==> src/rtl/ute_pkg.sv <==
`default_nettype none

package ute_pkg;

  localparam int DATA_BITS       = 8;
  localparam int TIMER_WIDTH     = 16;
  localparam int RX_TIMER_WIDTH  = TIMER_WIDTH + 1;
  localparam int BIT_INDEX_WIDTH = 4;

  localparam logic [TIMER_WIDTH-1:0] BIT_PERIOD_RESET = TIMER_WIDTH'(1666);

  localparam logic [DATA_BITS-1:0] ECHO_ON_CODE  = DATA_BITS'(8'h05);
  localparam logic [DATA_BITS-1:0] ECHO_OFF_CODE = DATA_BITS'(8'h06);

  // APB register map: one 32-bit word per register
  localparam int APB_ADDR_WIDTH = 3;
  localparam int APB_DATA_WIDTH = 32;
  localparam logic REG_IDX_BIT_PERIOD = 1'b0;

  typedef struct packed {
    logic                 rx_line;
    logic                 send_valid;
    logic [DATA_BITS-1:0] send_byte;
  } in_item_t;

  typedef struct packed {
    logic                 tx_line;
    logic                 send_accepted;
    logic                 recv_valid;
    logic [DATA_BITS-1:0] recv_byte;
    logic                 echo_active;
    logic                 tx_busy;
  } out_item_t;

endpackage

`default_nettype wire

==> src/rtl/ute_core.sv <==
`default_nettype none

module ute_core (
  input  wire logic                                clk,
  input  wire logic                                rst,
  input  wire logic                                advance,
  input  wire logic [ute_pkg::TIMER_WIDTH-1:0]     bit_period,
  input  wire ute_pkg::in_item_t                   in_item,
  output ute_pkg::out_item_t                       result
);

  typedef enum logic [1:0] {
    PH_IDLE,
    PH_SAMPLE,
    PH_REARM
  } rx_phase_t;

  logic [ute_pkg::TIMER_WIDTH-1:0]     tx_timer, tx_timer_next;
  logic [ute_pkg::BIT_INDEX_WIDTH-1:0] tx_bit_index, tx_bit_index_next;
  logic [ute_pkg::DATA_BITS-1:0]       tx_shift, tx_shift_next;
  logic                                tx_active, tx_active_next;
  logic                                tx_level, tx_level_next;
  logic [ute_pkg::RX_TIMER_WIDTH-1:0]  rx_timer, rx_timer_next;
  logic [ute_pkg::BIT_INDEX_WIDTH-1:0] rx_bit_index, rx_bit_index_next;
  logic [ute_pkg::DATA_BITS-1:0]       rx_shift, rx_shift_next;
  rx_phase_t                           rx_phase, rx_phase_next;
  logic                                echo_on, echo_on_next;
  logic                                echo_pending, echo_pending_next;
  logic [ute_pkg::DATA_BITS-1:0]       echo_byte, echo_byte_next;

  logic [ute_pkg::TIMER_WIDTH-1:0]     period;
  logic [ute_pkg::TIMER_WIDTH-1:0]     period_m1;
  logic [ute_pkg::RX_TIMER_WIDTH-1:0]  period_x15;
  logic [ute_pkg::RX_TIMER_WIDTH-1:0]  rx_timer_dec;
  logic                                got;
  logic [ute_pkg::DATA_BITS-1:0]       word;
  logic                                accepted;

  // zero period runs as one tick per bit
  assign period     = (bit_period == '0) ? ute_pkg::TIMER_WIDTH'(1) : bit_period;
  assign period_m1  = period - ute_pkg::TIMER_WIDTH'(1);
  assign period_x15 = {1'b0, period} + {2'b0, period[ute_pkg::TIMER_WIDTH-1:1]};

  always_comb begin
    rx_timer_next     = rx_timer;
    rx_bit_index_next = rx_bit_index;
    rx_shift_next     = rx_shift;
    rx_phase_next     = rx_phase;
    echo_on_next      = echo_on;
    echo_pending_next = echo_pending;
    echo_byte_next    = echo_byte;
    tx_timer_next     = tx_timer;
    tx_bit_index_next = tx_bit_index;
    tx_shift_next     = tx_shift;
    tx_active_next    = tx_active;
    tx_level_next     = tx_level;
    got               = 1'b0;
    word              = '0;
    accepted          = 1'b0;

    rx_timer_dec = (rx_timer != '0) ? rx_timer - ute_pkg::RX_TIMER_WIDTH'(1) : rx_timer;

    // receiver
    case (rx_phase)
      PH_SAMPLE: begin
        rx_timer_next = rx_timer_dec;
        if (rx_timer_dec == '0) begin
          rx_shift_next     = {in_item.rx_line, rx_shift[ute_pkg::DATA_BITS-1:1]};
          rx_bit_index_next = rx_bit_index + ute_pkg::BIT_INDEX_WIDTH'(1);
          rx_timer_next     = {1'b0, period};
          if (rx_bit_index_next >= ute_pkg::BIT_INDEX_WIDTH'(ute_pkg::DATA_BITS)) begin
            got           = 1'b1;
            word          = rx_shift_next;
            rx_phase_next = PH_REARM;
          end
        end
      end
      PH_REARM: begin
        rx_timer_next = rx_timer_dec;
        if (rx_timer_dec == '0) begin
          rx_phase_next = PH_IDLE;
        end
      end
      default: begin
        rx_phase_next = PH_IDLE;
        if (!in_item.rx_line) begin
          rx_phase_next     = PH_SAMPLE;
          rx_timer_next     = period_x15;
          rx_bit_index_next = '0;
          rx_shift_next     = '0;
        end
      end
    endcase

    // echo decision uses the mode from before this word's code
    if (got) begin
      if (echo_on) begin
        echo_pending_next = 1'b1;
        echo_byte_next    = word;
      end
      if (word == ute_pkg::ECHO_ON_CODE) begin
        echo_on_next = 1'b1;
      end
      if (word == ute_pkg::ECHO_OFF_CODE) begin
        echo_on_next = 1'b0;
      end
    end

    // transmitter
    if (tx_active) begin
      if (tx_timer != '0) begin
        tx_timer_next = tx_timer - ute_pkg::TIMER_WIDTH'(1);
      end else begin
        tx_bit_index_next = tx_bit_index + ute_pkg::BIT_INDEX_WIDTH'(1);
        if (tx_bit_index_next <= ute_pkg::BIT_INDEX_WIDTH'(ute_pkg::DATA_BITS)) begin
          tx_level_next = tx_shift[0];
          tx_shift_next = {1'b0, tx_shift[ute_pkg::DATA_BITS-1:1]};
          tx_timer_next = period_m1;
        end else if (tx_bit_index_next ==
                     ute_pkg::BIT_INDEX_WIDTH'(ute_pkg::DATA_BITS + 1)) begin
          tx_level_next = 1'b1;
          tx_timer_next = period_m1;
        end else begin
          tx_active_next    = 1'b0;
          tx_bit_index_next = '0;
          tx_level_next     = 1'b1;
        end
      end
    end

    // idle transmitter starts a frame in the same tick; echo goes first
    if (!tx_active_next) begin
      if (echo_pending_next) begin
        echo_pending_next = 1'b0;
        tx_active_next    = 1'b1;
        tx_shift_next     = echo_byte_next;
        tx_bit_index_next = '0;
        tx_level_next     = 1'b0;
        tx_timer_next     = period_m1;
      end else if (in_item.send_valid) begin
        accepted          = 1'b1;
        tx_active_next    = 1'b1;
        tx_shift_next     = in_item.send_byte;
        tx_bit_index_next = '0;
        tx_level_next     = 1'b0;
        tx_timer_next     = period_m1;
      end
    end

    result.tx_line       = tx_level_next;
    result.send_accepted = accepted;
    result.recv_valid    = got;
    result.recv_byte     = word;
    result.echo_active   = echo_on_next;
    result.tx_busy       = tx_active_next;
  end

  always_ff @(posedge clk) begin
    if (rst) begin
      tx_timer     <= '0;
      tx_bit_index <= '0;
      tx_shift     <= '0;
      tx_active    <= 1'b0;
      tx_level     <= 1'b1;
      rx_timer     <= '0;
      rx_bit_index <= '0;
      rx_shift     <= '0;
      rx_phase     <= PH_IDLE;
      echo_on      <= 1'b0;
      echo_pending <= 1'b0;
      echo_byte    <= '0;
    end else if (advance) begin
      tx_timer     <= tx_timer_next;
      tx_bit_index <= tx_bit_index_next;
      tx_shift     <= tx_shift_next;
      tx_active    <= tx_active_next;
      tx_level     <= tx_level_next;
      rx_timer     <= rx_timer_next;
      rx_bit_index <= rx_bit_index_next;
      rx_shift     <= rx_shift_next;
      rx_phase     <= rx_phase_next;
      echo_on      <= echo_on_next;
      echo_pending <= echo_pending_next;
      echo_byte    <= echo_byte_next;
    end
  end

endmodule

`default_nettype wire

==> src/rtl/uart_transceiver_with_echo_core.sv <==
// 8N1 UART transceiver with receive echo. Every input transaction is one sample
// tick: the receive pin level plus an optional host byte to send. Every tick
// yields exactly one result transaction carrying the transmit pin level, whether
// the host byte was taken, any byte received on that tick, the echo mode and the
// transmitter busy flag. The block takes one tick per clock while the result
// side does not stall: a transaction lands in an input register, and the whole
// UART state update runs combinationally between that register and the result
// register. Throughput is one tick per clock without stall, set by the state
// update loop; an empty input register still takes the next tick while a
// result waits under stall. Bit timing is programmed through APB register 0
// (bit_period, ticks per bit, reset 1666); write it only while no tick is in
// flight. Byte 0x05 received turns echo on, 0x06 turns it off, and while echo is
// on each received byte is sent back ahead of host bytes.
`default_nettype none

module uart_transceiver_with_echo_core (
  input  wire logic                                 clk,
  input  wire logic                                 rst,

  // tick input channel
  input  wire logic                                 in_valid,
  output logic                                      in_stall,
  input  wire logic                                 rx_line,
  input  wire logic                                 send_valid,
  input  wire logic [ute_pkg::DATA_BITS-1:0]        send_byte,

  // result channel
  output logic                                      out_valid,
  input  wire logic                                 out_stall,
  output logic                                      tx_line,
  output logic                                      send_accepted,
  output logic                                      recv_valid,
  output logic [ute_pkg::DATA_BITS-1:0]             recv_byte,
  output logic                                      echo_active,
  output logic                                      tx_busy,

  // APB configuration port
  input  wire logic                                 psel,
  input  wire logic                                 penable,
  input  wire logic                                 pwrite,
  input  wire logic [ute_pkg::APB_ADDR_WIDTH-1:0]   paddr,
  input  wire logic [ute_pkg::APB_DATA_WIDTH-1:0]   pwdata,
  output logic [ute_pkg::APB_DATA_WIDTH-1:0]        prdata,
  output logic                                      pready
);

  logic [ute_pkg::TIMER_WIDTH-1:0] bit_period;
  logic                            reg_idx;
  logic                            cfg_write;

  logic                            in_reg_valid;
  ute_pkg::in_item_t               in_reg;
  logic                            res_valid;
  ute_pkg::out_item_t              res_reg;
  ute_pkg::out_item_t              result;

  logic                            res_free;
  logic                            advance;
  logic                            in_take;

  // Register file: the word index sits above the byte offset bits.
  assign pready    = 1'b1;
  assign reg_idx   = paddr[ute_pkg::APB_ADDR_WIDTH-1];
  assign cfg_write = psel && penable && pwrite && pready;

  always_ff @(posedge clk) begin
    if (rst) begin
      bit_period <= ute_pkg::BIT_PERIOD_RESET;
    end else if (cfg_write && (reg_idx == ute_pkg::REG_IDX_BIT_PERIOD)) begin
      bit_period <= pwdata[ute_pkg::TIMER_WIDTH-1:0];
    end
  end

  // Read back the period; the word beyond the map reads as zero.
  always_comb begin
    prdata = '0;
    if (reg_idx == ute_pkg::REG_IDX_BIT_PERIOD) begin
      prdata = {{(ute_pkg::APB_DATA_WIDTH-ute_pkg::TIMER_WIDTH){1'b0}}, bit_period};
    end
  end

  // Pipeline control: the result register frees up when it is empty or its
  // transaction leaves this cycle. The held tick advances into it then, and
  // the input register refills in the same cycle, so a tick per clock flows.
  assign res_free = !res_valid || !out_stall;
  assign advance  = in_reg_valid && res_free;
  assign in_stall = in_reg_valid && !res_free;
  assign in_take  = in_valid && !in_stall;

  always_ff @(posedge clk) begin
    if (rst) begin
      in_reg_valid <= 1'b0;
    end else if (in_take) begin
      in_reg_valid <= 1'b1;
    end else if (advance) begin
      in_reg_valid <= 1'b0;
    end
  end

  // Hold the tick payload until it advances.
  always_ff @(posedge clk) begin
    if (in_take) begin
      in_reg.rx_line    <= rx_line;
      in_reg.send_valid <= send_valid;
      in_reg.send_byte  <= send_byte;
    end
  end

  // UART state update: commits only when the held tick advances.
  ute_core u_core (
    .clk        (clk),
    .rst        (rst),
    .advance    (advance),
    .bit_period (bit_period),
    .in_item    (in_reg),
    .result     (result)
  );

  always_ff @(posedge clk) begin
    if (rst) begin
      res_valid <= 1'b0;
    end else if (advance) begin
      res_valid <= 1'b1;
    end else if (!out_stall) begin
      res_valid <= 1'b0;
    end
  end

  // Load a fresh result only on advance; a stalled result holds.
  always_ff @(posedge clk) begin
    if (advance) begin
      res_reg <= result;
    end
  end

  assign out_valid     = res_valid;
  assign tx_line       = res_reg.tx_line;
  assign send_accepted = res_reg.send_accepted;
  assign recv_valid    = res_reg.recv_valid;
  assign recv_byte     = res_reg.recv_byte;
  assign echo_active   = res_reg.echo_active;
  assign tx_busy       = res_reg.tx_busy;

endmodule

`default_nettype wire

==> config.mk <==
export PLATFORM = sky130hd
export DESIGN_NAME = uart_transceiver_with_echo_core
export DESIGN_NICKNAME = d
export VERILOG_FILES = /design/src/rtl/ute_pkg.sv /design/src/rtl/ute_core.sv /design/src/rtl/uart_transceiver_with_echo_core.sv
export SDC_FILE = /design/constraint.sdc
export NUM_CORES = 1
export LEC_CHECK = 0
export BUFFER_PORTS_ARGS = -buffer_cell sky130_fd_sc_hd__buf_2
export CORE_MARGIN = 8
export CORE_UTILIZATION = 54
export CTS_CLUSTER_DIAMETER = 50
export CTS_CLUSTER_SIZE = 14
export DETAILED_ROUTE_END_ITERATION = 10
export MAX_ROUTING_LAYER = met4
export PLACE_DENSITY = 0.78
export SETUP_SLACK_MARGIN = 0.1
export SLEW_MARGIN = 20
export SYNTH_ARGS = -nofsm -noshare
export SYNTH_HDL_FRONTEND = slang
export SYNTH_SLANG_ARGS = --single-unit
==> constraint.sdc <==
create_clock -name clk -period 3.3 [get_ports clk]
set_clock_uncertainty 0.1 [all_clocks]
set_input_delay 0 -clock clk [delete_from_list [all_inputs] [get_ports clk]]
set_output_delay 0 -clock clk [all_outputs]
set_load 0.1 [all_outputs]
==> results.txt <==
Final min period - 3.302 ns
CP top delay family - simple AND/OR/NAND/NOR gates
# IOs - 100
row cnt - 44
register area share after synthesis - 0.3088
DR pass1 iterations - 5
Cell variety after synth - 92
Largest Register - u_core.rx_timer
WP data arrival - 3.47 ns
routability cong. - 0.9382
clock buffer depth - 2
Clock Latency Late Sink - 0.35 ns
simple logic cell fraction of the synthesized area - 0.2299
FF+latch count, synth - 111
crit path capture - u_core.rx_timer[16]
chip height - 137.3 um
Synth Area per Inst - 8.062 um^2
status - finished with violations
die width - 137.3 um
ratio of cells with drive above 1 in the final layout - 0.2752
Final setup viols - 1
adder-cell area share of the yosys netlist - 0.07972
worst setup path class - reg2reg
Fmax - 302.9 MHz
final period utilization - 1.001
slowest stage cell, crit path - or3_4
Leak - 4.189 nW
Worst Tran Pin Value - 0.8868 ns
Post-DP Area - 9067 um^2
clock tree sinks - 111
largest registers - u_core.rx_timer x17, bit_period x16, u_core.tx_timer x16
Die ar. - 18,840 um^2
asr flop ratio synth - 0
Initial Util - 0.5485
Area Growth Syn to Fin - 26.99%
# DRC - 0
cell area after synthesis - 7941 um^2
Largest register FFs - 17
Slew HR - 0.4038
violated checks - negative setup slack
Worst path most repeated cell - buf_6
core region area - 14,480 um^2
Most used DFF post-synth - dfxtp_1
critical path cell sequence - inv_2, ha_4, nand4_1, or3_4, buf_6, buf_6, buf_6, nand2_2, inv_2, ha_4, and3_4, o211ai_1, buf_4, a31oi_4, a21o_1, a21oi_2, nand2b_4, a221oi_2
CTS clk-pin slew, worst paths - 0.08 ns
startpoint types - register
mux cell area share after synthesis - 0.03671
placed cells - 1,285
first-pass GRT wire length - 38.77 mm
pin count of the biggest net entering global routing - 40
Worst Reg-to-Reg Cells - 18
Reg2Reg Capture Point - u_core.rx_timer[16]
RSZ-0062 raised after global routing - yes
ant diodes - 0
Post-Layout Cell Count - 1,343
CP peak stage delay - 0.42 ns
Worst R2R Start - bit_period[6]
WP data required - 3.47 ns
Post-DRT Antenna Nets - 0
Initial DRC Count - 855
worst hold-check path type - in2reg
Levels on crit path - 18
vias in the first global route - 7,742
largest family of logic cells by synthesized area - compound AO/OA/AOI/OAI gates
initial antenna violation count - 0
via/cell ratio - 6.150
final hold vios - 0
H-tree depth - 3
peak supply drop - 0.3018 mV
post-detail-place hpwl - 17.32 mm
TritonCTS clock tree - yes
vias - 8,259
PortBufs - 64
Max Cap Viol - 0
Post-Syn Instances - 985
gr ovfl total - 0
Compound-Gate Fraction of Synth Area - 0.2316
clock root cell - clkbuf_16
aggregate global-route resource usage - 0.2631
WL/cell - 18.79 um
Inserted Clock Buffers - 9
Critical Path Start - bit_period[6]
Final nets - 1,256
Synth warnings - 0
CP max FO - 4
power per cell area - 366.3 nW/um^2
R2R Setup Slk - -0.002 ns
Slew Limit Fails - 0
xor and xnor area share after synthesis - 0.04081
Setup crit end kind - register
Post-synth EDFFs - 23
Critical path buffers and inverters - 6
Hold Startpoint - rst
final wirelength - 25.24 mm
post-route cell area - 10,080 um^2
fin worst setup slack - -0.001892 ns
[kinds of logic after synthesis]
| family | Yosys count |
|---|---|
| compound gates | 272 |
| xor+xnor | 37 |
| fa+ha+maj | 50 |
| buf+inv | 123 |
| flops | 111 |
| mux | 28 |
| other cells | 2 |
| simple gates | 362 |
[through the flow]
stage	total power, mW	utilization	hold WS [ns]	setup TNS (ns)	setup slack, ns
after global routing	3.829	0.6965	0.1113	-1.164	-0.1711
after global placement	2.510	0.6263	0.07612	0	0.02085
after floorplan	2.250	-	-0.001131	0	0.1025
after CTS	3.632	0.6765	0.08230	0	0.05903
final	3.694	0.6965	0.08906	-0.001892	-0.001892
after detailed placement	2.517	0.6263	0.07847	-0.1797	-0.1324
[worst min path at each step]
| stage | to | cells after the start | slack, ns |
|---|---|---|---|
| after floorplan | in_reg[0] | 0 | -0.001 |
| after global placement | in_reg[2] | 1 | 0.08 |
| after detailed placement | in_reg[7] | 1 | 0.08 |
| after CTS | u_core.rx_phase[0] | 2 | 0.08 |
| after global routing | u_core.rx_bit_index[3] | 2 | 0.11 |
| final | u_core.rx_phase[0] | 2 | 0.09 |
[placed cells by master (no fill, tap or decap), drive strengths merged, types with 6 or more instances in the layout]
master | netlist | routed
a211oi | 13 | 13
a21oi | 65 | 65
a221oi | 9 | 9
a22oi | 13 | 13
a31oi | 9 | 9
and2 | 9 | 9
and3 | 6 | 6
buf | 35 | 183
clkbuf | 34 | 9
conb | 2 | 17
dfxtp | 88 | 88
dlygate4sd3 | 0 | 29
edfxtp | 23 | 23
ha | 49 | 49
inv | 54 | 58
mux2 | 9 | 9
mux2i | 19 | 19
nand2 | 112 | 112
nand2b | 9 | 9
nand3 | 33 | 33
nand4 | 10 | 10
nor2 | 88 | 88
nor2b | 6 | 6
nor3 | 36 | 36
nor4 | 12 | 12
o211ai | 12 | 12
o21ai | 79 | 79
o31ai | 6 | 6
or2 | 7 | 7
or3 | 7 | 7
xnor2 | 22 | 22
xor2 | 15 | 15
[layout make-up]
type	count	area [um^2]
multi-input cells	766	5350
fillers	1062	4394
flip-flops and latches	111	2461
repair buffers	212	1539
well taps	184	230.2
clock buffers	9	225.2
inverters	54	206.4
clock inverters	7	72.57
[routing by layer]
metal | vias to the layer above | GRT usage | part of all wire
li1 | 3850 | - | -
met1 | 3871 | 0.3431 | 0.42
met2 | 469 | 0.4085 | 0.46
met3 | 69 | 0.03647 | 0.081
met4 | 0 | 0.09596 | 0.029
met5 | - | - | 0
[power by group]
part | internal, mW | leakage, nW | total [mW] | switching [mW]
logic | 0.409 | 3.10 | 1.11 | 0.697
registers | 1.43 | 0.936 | 1.49 | 0.0556
clock network | 0.540 | 0.149 | 1.10 | 0.558
total | 2.38 | 4.19 | 3.69 | 1.31
[synth_stat cells (6+ instances only)]
cell type  instances  area share
nand2_1          112       0.053
dfxtp_1           88        0.22
nor2_1            87       0.041
o21ai_0           77       0.049
a21oi_1           64       0.040
inv_1             54       0.026
ha_1              49       0.077
nor3_1            35       0.022
clkbuf_1          34       0.016
nand3_1           33       0.021
edfxtp_1          23       0.087
xnor2_1           22       0.024
buf_4             19       0.018
mux2i_1           19       0.024
xor2_1            15       0.017
a22oi_1           13       0.012
a211oi_1          12       0.011
o211ai_1          12       0.011
buf_2             10      0.0063
nand4_1           10      0.0079
a221oi_1           9      0.0099
mux2_2             9       0.013
nand2b_1           9      0.0071
a31oi_1            8      0.0063
and2_1             8      0.0063
nor4_1             8      0.0063
or3_1              7      0.0055
and3_1             6      0.0047
nor2b_1            6      0.0047
o31ai_1            6      0.0057
or2_2              6      0.0047
[repair_timing]
| item | in CTS | in global routing |
|---|---|---|
| hold buffers | 29 | 0 |
| buffers inserted | 3 | 10 |
| pin swaps | 12 | 31 |
| endpoints found under the hold margin | 28 | 0 |
| setup endpoints to repair | 24 | 56 |
| gates resized for setup | 26 | 62 |
| cloned | 0 | 0 |
(Power assumes the default switching activity.)
